**src/fbpw_pkg.sv**
```systemverilog
// shared types, constants and helper functions of the frame buffer pixel writer
package fbpw_pkg;

  localparam int unsigned MAX_SCREEN_WIDTH = 4096;
  localparam int unsigned QUEUE_DEPTH = 4;
  localparam int unsigned QPTR_W = $clog2(QUEUE_DEPTH);
  localparam int unsigned QCNT_W = $clog2(QUEUE_DEPTH + 1);

  localparam int unsigned CFG_IDX_W = 3;
  localparam int unsigned CFG_DATA_W = 13;

  localparam logic [CFG_IDX_W-1:0] CFG_SCREEN_WIDTH = 3'd0;
  localparam logic [CFG_IDX_W-1:0] CFG_PIXEL_MODE   = 3'd1;
  localparam logic [CFG_IDX_W-1:0] CFG_DEST_X       = 3'd2;
  localparam logic [CFG_IDX_W-1:0] CFG_DEST_Y       = 3'd3;
  localparam logic [CFG_IDX_W-1:0] CFG_IMAGE_WIDTH  = 3'd4;
  localparam logic [CFG_IDX_W-1:0] CFG_IMAGE_HEIGHT = 3'd5;

  // floor(c * 23 / 25) as c * 23 * ceil(2^17 / 25) >> 17
  localparam logic [24:0] SCALE_MUL = 25'd120589;
  localparam int unsigned SCALE_SHIFT = 17;

  typedef enum logic [1:0] {
    MODE_32  = 2'd0,
    MODE_24  = 2'd1,
    MODE_565 = 2'd2,
    MODE_PAL = 2'd3
  } pix_mode_t;

  typedef struct packed {
    logic [7:0] pixel_red;
    logic [7:0] pixel_green;
    logic [7:0] pixel_blue;
  } pixel_in_t;

  typedef struct packed {
    logic [25:0] byte_address;
    logic [7:0]  byte_data;
    logic        palette_write;
    logic [7:0]  palette_index;
    logic [15:0] palette_red;
    logic [15:0] palette_green;
    logic [15:0] palette_blue;
    logic        last_of_pixel;
    logic        last_of_image;
  } byte_out_t;

  typedef struct packed {
    logic [25:0] base_addr;
    pix_mode_t   mode;
    logic [7:0]  red;
    logic [7:0]  green;
    logic [7:0]  blue;
    logic        end_img;
  } qentry_t;

  function automatic logic [12:0] clamp_stride(input logic [12:0] sw);
    logic [12:0] res;
    res = (sw > 13'(MAX_SCREEN_WIDTH)) ? 13'(MAX_SCREEN_WIDTH) : sw;
    return res;
  endfunction

  function automatic logic [7:0] pal_scale(input logic [7:0] c);
    logic [24:0] p;
    p = 25'(c) * SCALE_MUL;
    return p[SCALE_SHIFT+7:SCALE_SHIFT];
  endfunction

endpackage

```
**src/framebuffer_pixel_writer_top.sv**
```systemverilog
// top level of the frame buffer pixel writer
//
// pixels come in raster order on in_valid/in_ready/in_data (red, green, blue)
// byte writes leave on out_valid/out_ready/out_data, one byte per item, with
// palette fields in 8 bit mode and last_of_pixel/last_of_image flags
// registers are written through cfg_wr_en/cfg_index/cfg_data with no wait;
// any write to one of the six defined registers restarts the image at its top left corner
// an accepted pixel is written into a four entry queue; from the queue head its bytes
// move into the output register whenever that register is empty or being taken
// the output stage sends one byte per cycle while out_ready is high and the queue holds
// pixels; a pixel gives 3 bytes in 32 and 24 bit modes, 2 in RGB565 mode and 1 in 8 bit mode
// in_ready drops only while the queue is full, so pixels are taken while
// earlier bytes still wait
// when out_ready is low the output byte holds and the queue fills, then
// in_ready goes low
// reset restores the register defaults (1024 wide screen, 32 bit mode, image
// of one pixel at the origin) and empties the queue and output register
module framebuffer_pixel_writer_top (
  input  logic                             clk,
  input  logic                             rst_n,
  input  logic                             cfg_wr_en,
  input  logic [fbpw_pkg::CFG_IDX_W-1:0]   cfg_index,
  input  logic [fbpw_pkg::CFG_DATA_W-1:0]  cfg_data,
  input  logic                             in_valid,
  output logic                             in_ready,
  input  fbpw_pkg::pixel_in_t              in_data,
  output logic                             out_valid,
  input  logic                             out_ready,
  output fbpw_pkg::byte_out_t              out_data
);
  import fbpw_pkg::*;

  logic    q_push;
  qentry_t q_entry;
  logic    q_full;
  logic    q_pop;
  logic    q_valid;
  qentry_t q_head;

  fbpw_front u_front (
    .clk       (clk),
    .rst_n     (rst_n),
    .cfg_wr_en (cfg_wr_en),
    .cfg_index (cfg_index),
    .cfg_data  (cfg_data),
    .in_valid  (in_valid),
    .in_ready  (in_ready),
    .in_data   (in_data),
    .q_push    (q_push),
    .q_entry   (q_entry),
    .q_full    (q_full)
  );

  fbpw_queue u_queue (
    .clk        (clk),
    .rst_n      (rst_n),
    .push       (q_push),
    .push_entry (q_entry),
    .full       (q_full),
    .pop        (q_pop),
    .head_valid (q_valid),
    .head_entry (q_head)
  );

  fbpw_back u_back (
    .clk       (clk),
    .rst_n     (rst_n),
    .q_valid   (q_valid),
    .q_head    (q_head),
    .q_pop     (q_pop),
    .out_valid (out_valid),
    .out_ready (out_ready),
    .out_data  (out_data)
  );

endmodule

```
**src/fbpw_front.sv**
```systemverilog
// front end: configuration registers, raster counters and pixel classification
module fbpw_front (
  input  logic                             clk,
  input  logic                             rst_n,
  input  logic                             cfg_wr_en,
  input  logic [fbpw_pkg::CFG_IDX_W-1:0]   cfg_index,
  input  logic [fbpw_pkg::CFG_DATA_W-1:0]  cfg_data,
  input  logic                             in_valid,
  output logic                             in_ready,
  input  fbpw_pkg::pixel_in_t              in_data,
  output logic                             q_push,
  output fbpw_pkg::qentry_t                q_entry,
  input  logic                             q_full
);
  import fbpw_pkg::*;

  logic [12:0] sw_r, sw_nxt;
  pix_mode_t   mode_r, mode_nxt;
  logic [11:0] dx_r, dx_nxt;
  logic [11:0] dy_r, dy_nxt;
  logic [12:0] iw_r, iw_nxt;
  logic [12:0] ih_r, ih_nxt;
  logic        cfg_hit;

  logic [11:0] col_r;
  logic [11:0] row_r;
  logic [23:0] row_base_r;
  logic [23:0] start_base_r;
  logic [23:0] start_base_nxt;
  logic [24:0] start_prod;

  logic        accept;
  logic        end_row;
  logic        end_img;
  logic [23:0] pix;
  logic [12:0] stride;

  always_comb begin
    sw_nxt   = sw_r;
    mode_nxt = mode_r;
    dx_nxt   = dx_r;
    dy_nxt   = dy_r;
    iw_nxt   = iw_r;
    ih_nxt   = ih_r;
    cfg_hit  = 1'b0;
    if (cfg_wr_en) begin
      unique case (cfg_index)
        CFG_SCREEN_WIDTH: begin
          sw_nxt  = cfg_data;
          cfg_hit = 1'b1;
        end
        CFG_PIXEL_MODE: begin
          mode_nxt = pix_mode_t'(cfg_data[1:0]);
          cfg_hit  = 1'b1;
        end
        CFG_DEST_X: begin
          dx_nxt  = cfg_data[11:0];
          cfg_hit = 1'b1;
        end
        CFG_DEST_Y: begin
          dy_nxt  = cfg_data[11:0];
          cfg_hit = 1'b1;
        end
        CFG_IMAGE_WIDTH: begin
          iw_nxt  = cfg_data;
          cfg_hit = 1'b1;
        end
        CFG_IMAGE_HEIGHT: begin
          ih_nxt  = cfg_data;
          cfg_hit = 1'b1;
        end
        default: cfg_hit = 1'b0;
      endcase
    end
  end

  assign start_prod     = 25'(dy_nxt) * 25'(clamp_stride(sw_nxt));
  assign start_base_nxt = start_prod[23:0] + 24'(dx_nxt);

  assign stride   = clamp_stride(sw_r);
  assign in_ready = ~q_full;
  assign accept   = in_valid & ~q_full;
  assign q_push   = accept;

  assign pix     = row_base_r + 24'(col_r);
  assign end_row = ({1'b0, col_r} + 13'd1) >= iw_r;
  assign end_img = end_row && (({1'b0, row_r} + 13'd1) >= ih_r);

  always_comb begin
    q_entry.mode    = mode_r;
    q_entry.end_img = end_img;
    q_entry.red     = in_data.pixel_red;
    q_entry.green   = in_data.pixel_green;
    q_entry.blue    = in_data.pixel_blue;
    unique case (mode_r)
      MODE_32:  q_entry.base_addr = {pix, 2'b00};
      MODE_24:  q_entry.base_addr = {1'b0, pix, 1'b0} + {2'b00, pix};
      MODE_565: q_entry.base_addr = {1'b0, pix, 1'b0};
      MODE_PAL: begin
        q_entry.base_addr = {2'b00, pix};
        q_entry.red       = pal_scale(in_data.pixel_red);
        q_entry.green     = pal_scale(in_data.pixel_green);
        q_entry.blue      = pal_scale(in_data.pixel_blue);
      end
      default:  q_entry.base_addr = {2'b00, pix};
    endcase
  end

  always_ff @(posedge clk) begin
    if (!rst_n) begin
      sw_r         <= 13'd1024;
      mode_r       <= MODE_32;
      dx_r         <= '0;
      dy_r         <= '0;
      iw_r         <= 13'd1;
      ih_r         <= 13'd1;
      col_r        <= '0;
      row_r        <= '0;
      row_base_r   <= '0;
      start_base_r <= '0;
    end else begin
      sw_r   <= sw_nxt;
      mode_r <= mode_nxt;
      dx_r   <= dx_nxt;
      dy_r   <= dy_nxt;
      iw_r   <= iw_nxt;
      ih_r   <= ih_nxt;
      if (cfg_hit) begin
        col_r        <= '0;
        row_r        <= '0;
        row_base_r   <= start_base_nxt;
        start_base_r <= start_base_nxt;
      end else if (accept) begin
        priority if (end_img) begin
          col_r      <= '0;
          row_r      <= '0;
          row_base_r <= start_base_r;
        end else if (end_row) begin
          col_r      <= '0;
          row_r      <= row_r + 12'd1;
          row_base_r <= row_base_r + 24'(stride);
        end else begin
          col_r <= col_r + 12'd1;
        end
      end
    end
  end

endmodule

```
**src/fbpw_queue.sv**
```systemverilog
// short queue of classified pixels between front and back end
module fbpw_queue (
  input  logic               clk,
  input  logic               rst_n,
  input  logic               push,
  input  fbpw_pkg::qentry_t  push_entry,
  output logic               full,
  input  logic               pop,
  output logic               head_valid,
  output fbpw_pkg::qentry_t  head_entry
);
  import fbpw_pkg::*;

  qentry_t             mem [QUEUE_DEPTH];
  logic [QPTR_W-1:0]   wr_ptr_r;
  logic [QPTR_W-1:0]   rd_ptr_r;
  logic [QCNT_W-1:0]   count_r;
  logic                do_pop;

  assign full       = (count_r == QCNT_W'(QUEUE_DEPTH));
  assign head_valid = (count_r != '0);
  assign head_entry = mem[rd_ptr_r];
  assign do_pop     = pop & head_valid;

  always_ff @(posedge clk) begin
    if (push) begin
      mem[wr_ptr_r] <= push_entry;
    end
  end

  always_ff @(posedge clk) begin
    if (!rst_n) begin
      wr_ptr_r <= '0;
      rd_ptr_r <= '0;
      count_r  <= '0;
    end else begin
      if (push) begin
        wr_ptr_r <= wr_ptr_r + QPTR_W'(1);
      end
      if (do_pop) begin
        rd_ptr_r <= rd_ptr_r + QPTR_W'(1);
      end
      if (push && !do_pop) begin
        count_r <= count_r + QCNT_W'(1);
      end else if (do_pop && !push) begin
        count_r <= count_r - QCNT_W'(1);
      end
    end
  end

endmodule

```
**src/fbpw_back.sv**
```systemverilog
// back end: splits each queued pixel into byte writes through an output register
module fbpw_back (
  input  logic               clk,
  input  logic               rst_n,
  input  logic               q_valid,
  input  fbpw_pkg::qentry_t  q_head,
  output logic               q_pop,
  output logic               out_valid,
  input  logic               out_ready,
  output fbpw_pkg::byte_out_t out_data
);
  import fbpw_pkg::*;

  logic [1:0] k_r;
  logic [1:0] last_k;
  logic       last_byte;
  logic       advance;
  logic       out_valid_r;
  byte_out_t  out_data_r;
  byte_out_t  byte_nxt;

  always_comb begin
    unique case (q_head.mode)
      MODE_32, MODE_24: last_k = 2'd2;
      MODE_565:         last_k = 2'd1;
      MODE_PAL:         last_k = 2'd0;
      default:          last_k = 2'd0;
    endcase
  end

  assign last_byte = (k_r == last_k);
  assign advance   = q_valid && (!out_valid_r || out_ready);
  assign q_pop     = advance && last_byte;

  always_comb begin
    byte_nxt               = '0;
    byte_nxt.byte_address  = q_head.base_addr + 26'(k_r);
    byte_nxt.last_of_pixel = last_byte;
    byte_nxt.last_of_image = last_byte & q_head.end_img;
    unique case (q_head.mode)
      MODE_32, MODE_24: begin
        unique case (k_r)
          2'd0:    byte_nxt.byte_data = q_head.blue;
          2'd1:    byte_nxt.byte_data = q_head.green;
          default: byte_nxt.byte_data = q_head.red;
        endcase
      end
      MODE_565: begin
        if (k_r == 2'd0) begin
          byte_nxt.byte_data = {q_head.green[4:2], q_head.blue[7:3]};
        end else begin
          byte_nxt.byte_data = {q_head.red[7:3], q_head.green[7:5]};
        end
      end
      MODE_PAL: begin
        byte_nxt.byte_data     = {q_head.red[7:6], q_head.green[7:4], q_head.blue[7:6]};
        byte_nxt.palette_write = 1'b1;
        byte_nxt.palette_index = byte_nxt.byte_data;
        byte_nxt.palette_red   = {q_head.red, 8'h00};
        byte_nxt.palette_green = {q_head.green, 8'h00};
        byte_nxt.palette_blue  = {q_head.blue, 8'h00};
      end
      default: byte_nxt.byte_data = q_head.blue;
    endcase
  end

  always_ff @(posedge clk) begin
    if (advance) begin
      out_data_r <= byte_nxt;
    end
  end

  always_ff @(posedge clk) begin
    if (!rst_n) begin
      k_r         <= '0;
      out_valid_r <= 1'b0;
    end else begin
      if (advance) begin
        out_valid_r <= 1'b1;
        k_r         <= last_byte ? 2'd0 : k_r + 2'd1;
      end else if (out_ready) begin
        out_valid_r <= 1'b0;
      end
    end
  end

  assign out_valid = out_valid_r;
  assign out_data  = out_data_r;

endmodule

```
**config.mk**
```make
export PLATFORM = sky130hd
export DESIGN_NAME = framebuffer_pixel_writer_top
export DESIGN_NICKNAME = d
export VERILOG_FILES = /design/src/fbpw_pkg.sv /design/src/framebuffer_pixel_writer_top.sv /design/src/fbpw_front.sv /design/src/fbpw_queue.sv /design/src/fbpw_back.sv
export SDC_FILE = /design/constraint.sdc
export NUM_CORES = 2
export LEC_CHECK = 0
export ABC_AREA = 1
export BUFFER_PORTS_ARGS = -buffer_cell sky130_fd_sc_hd__buf_2
export CAP_MARGIN = 20
export CORE_UTILIZATION = 30
export CTS_BUF_LIST = sky130_fd_sc_hd__clkbuf_4
export DETAILED_ROUTE_END_ITERATION = 6
export GPL_TIMING_DRIVEN = 1
export PLACE_DENSITY = 0.52
export SKIP_LAST_GASP = 1
export SYNTH_ARGS = -nofsm -noshare
export SYNTH_HDL_FRONTEND = slang
export SYNTH_SLANG_ARGS = --single-unit
```
**constraint.sdc**
```tcl
create_clock -name clk -period 8.2 [get_ports clk]
set_input_delay 0.41 -clock clk [delete_from_list [all_inputs] [get_ports clk]]
set_output_delay 0.41 -clock clk [all_outputs]
set_load 0.005 [all_outputs]
```
==> results.yml <==
outcome:
  outcome: "finished with violations"
  violations: "DRC"
route:
  num_vias: 30000
  firstDrtPassIters: 7
  drt-total-wl_um: 103000
  antenna_left: 0
  wl_per_cell_um: 16.3
  dr.first_iter.drc_count: 1816
  drc: 2
  via_per_inst: 4.72
place:
  place.port_buffers: 115
  placed_area_um2: 37900
  gp_congestion: 0.906
  dp_cells: 6131
  dp_hpwl_um: 80000
  pre_cts_ws_ns: 1.03
final_layout:
  fin_nets: 5333
  drive_above_1_share_pct: 7.89
  syn_to_final_growth_pct: 11.0
  postLayoutCoreUtil_pct: 33.6
  finalNonFillerCells: 6357
  final_cell_area_um2: 39600
timing:
  slew_violations: 0
  max_slew_margin_pct: 24.8
  fmax_mhz: 144
  timing.final.crit_share_pct: 84.5
  fin_skew_ns: 0.0975
  worst_hold_slack_ns: 0.0731
  rsz0062_at_grt: "no"
  min_period_ns: 6.93
  worst_pin_slew_ns: 1.12
  setup_viol: 0
  fin_tns_setup_ns: 0
  setup_slack_ns: 1.27
  finalHoldViolCount: 0
clocking:
  clk_path_buf_depth: 3
  insertion_delay_ns: 0.94
  clk_root_buffer_cell: "clkbuf_4"
  cts_tree: "done"
  ctsResizeCount: 0
  post-cts-setup-buffer-count: 0
  cts.sinks: 422
  path_clk_slew_ns: 0.07
  cts-hold-fix-buffers: 18
  cts_max_level: 3
  numCtsBuffers: 115
synthesis:
  synth_area_leaders: "edfxtp_1, fa_1, ha_1"
  postSynthAreaPerCell_um2: 7.82
  ys_warn_count: 0
  syn_inst: 4561
  synthArstFlopShare_pct: 0
  yosysTopAreaCell: "edfxtp_1"
  ys.flop_type: "edfxtp_1"
  syn-cell-area_um2: 35700
  ys_ff_latch: 422
  yosys-top-cells-count: "nand2_1, inv_1, nor2_1"
  synth.most_common_cell: "nand2_1"
  ys_seq_area_share_pct: 31.4
  synth_top_area_share_pct: 23.0
  synth_edf_count: 273
  synthDistinctLibCells: 50
die:
  rows: 126
  initial_utilization_pct: 30.2
  die_x_um: 347
  core_area_um2: 118000
  die-area_um2: 120000
  die_y_um: 347
  ios: 140
power:
  ir_worst_vdd_uv: 165
  p_per_area_nw_per_um2: 219
  power.total_mw: 8.67
  total_leakage_power_nw: 19.1
grt:
  grt_max_degree: 77
  antenna_found_initial: 2
  overflow: 0
  grt_pass1_wl_um: 165000
  grt_pass1_vias: 29900
  grt_usage_pct: 17.2
critical_path:
  arrival_ns: 7.71
  cpMostUsedCell: "nand2_1"
  crit_path_max_fanout: 43
  slowest_delay_ns: 0.54
  reg2reg_depth: 29
  worstSetupEndpointType: "register"
  cp.required_ns: 8.98
  critPathSlowestCell: "dlygate4sd3_1"
  worstSetupPathType: "input port to register"
  worstSetupStartpointType: "input port"
hold_path:
  hold_path.class: "input port to register"
  hold_depth: 3
flow_run:
  drv_cap: 0
-- logic make-up (layout without fill, tap and decap cells) --
family	after synthesis	after routing	share of synthesized area, %
compound gates	610	610	9.46
other cells	1	28	0.0105
mux	1	1	0.0281
simple gates	1911	1911	22.4
fa+ha+maj	558	558	24.2
buf+inv	984	1217	10.8
flops	422	422	31.4
xor+xnor	74	74	1.82
-- state kept, by name (all words and copies together), names as in the netlist, named ones only --
name / cells
u_front.dx_r: 12
u_front.mode_r: 2
u_queue.mem: 212
u_front.dy_r: 12
u_back.k_r: 2
u_front.row_r: 12
u_queue.wr_ptr_r: 2
u_back.out_valid: 1
u_front.col_r: 12
u_queue.count_r: 3
u_front.row_base_r: 24
u_front.iw_r: 13
u_back.out_data: 61
u_front.sw_r: 13
u_front.ih_r: 13
u_queue.rd_ptr_r: 2
u_front.start_base_r: 24
-- layer usage --
layer | GRT usage (%) | part of all wire [%] | vias to the layer above
met2 | 28.1 | 46 | 666
met1 | 24.0 | 48 | 14200
met5 | 0 | 0 | -
met4 | 4.10 | 1.8 | 0
li1 | - | - | 15000
met3 | 2.20 | 4.3 | 125
-- power by group --
part           total (mW)  internal (mW)  leakage (nW)  switching [mW]
clock                1.95           1.01         0.891           0.946
sequential           2.88           2.73          3.79           0.150
combinational        3.84           1.29          14.4            2.54
total                8.67           5.03          19.1            3.64
-- cell usage in the layout (no fill, tap or decap), types with 23 or more instances in the layout --
cell,count
nand2_1,978
inv_1,834
nor2_1,457
ha_1,340
nand3_1,300
edfxtp_1,273
o21ai_0,248
a21oi_1,239
fa_1,218
clkbuf_4,168
dfxtp_1,147
buf_2,115
nand4_1,62
xor2_1,49
buf_4,36
nor3_1,32
or2_2,27
clkinv_1,26
nand3b_1,25
xnor2_1,25
conb_1,24
o22ai_1,23
-- worst max-delay path, delay by kind of cell --
family,cells,cell delay (ns)
AOI/OAI and AO/OA,4,1.05
and+or+nand+nor,14,1.99
buffers and inverters,7,1.31
adders and majority gates,6,2.94
-- path summary, 6_finish.rpt --
check	from	end	slack (ns)
setup / recovery	cfg_index[0]	u_front.row_base_r[17]	1.27
hold / removal	rst_n	u_front.sw_r[10]	0.07
setup reg to reg	u_front.sw_r[4]	u_front.row_base_r[17]	1.61
hold reg to reg	u_front.start_base_r[22]	u_front.start_base_r[22]	0.46
-- area by class of cell --
type / count / area [um2]
clock inverter: 36 / 229
antenna: 4 / 10.0
fill: 12600 / 78300
timing repair buffer: 169 / 1030
tap: 1536 / 1920
multi-input combinational: 3178 / 20800
inverter: 844 / 3170
clock buffer: 168 / 1260
sequential: 422 / 11200
Power figures use the tool's default switching activity.
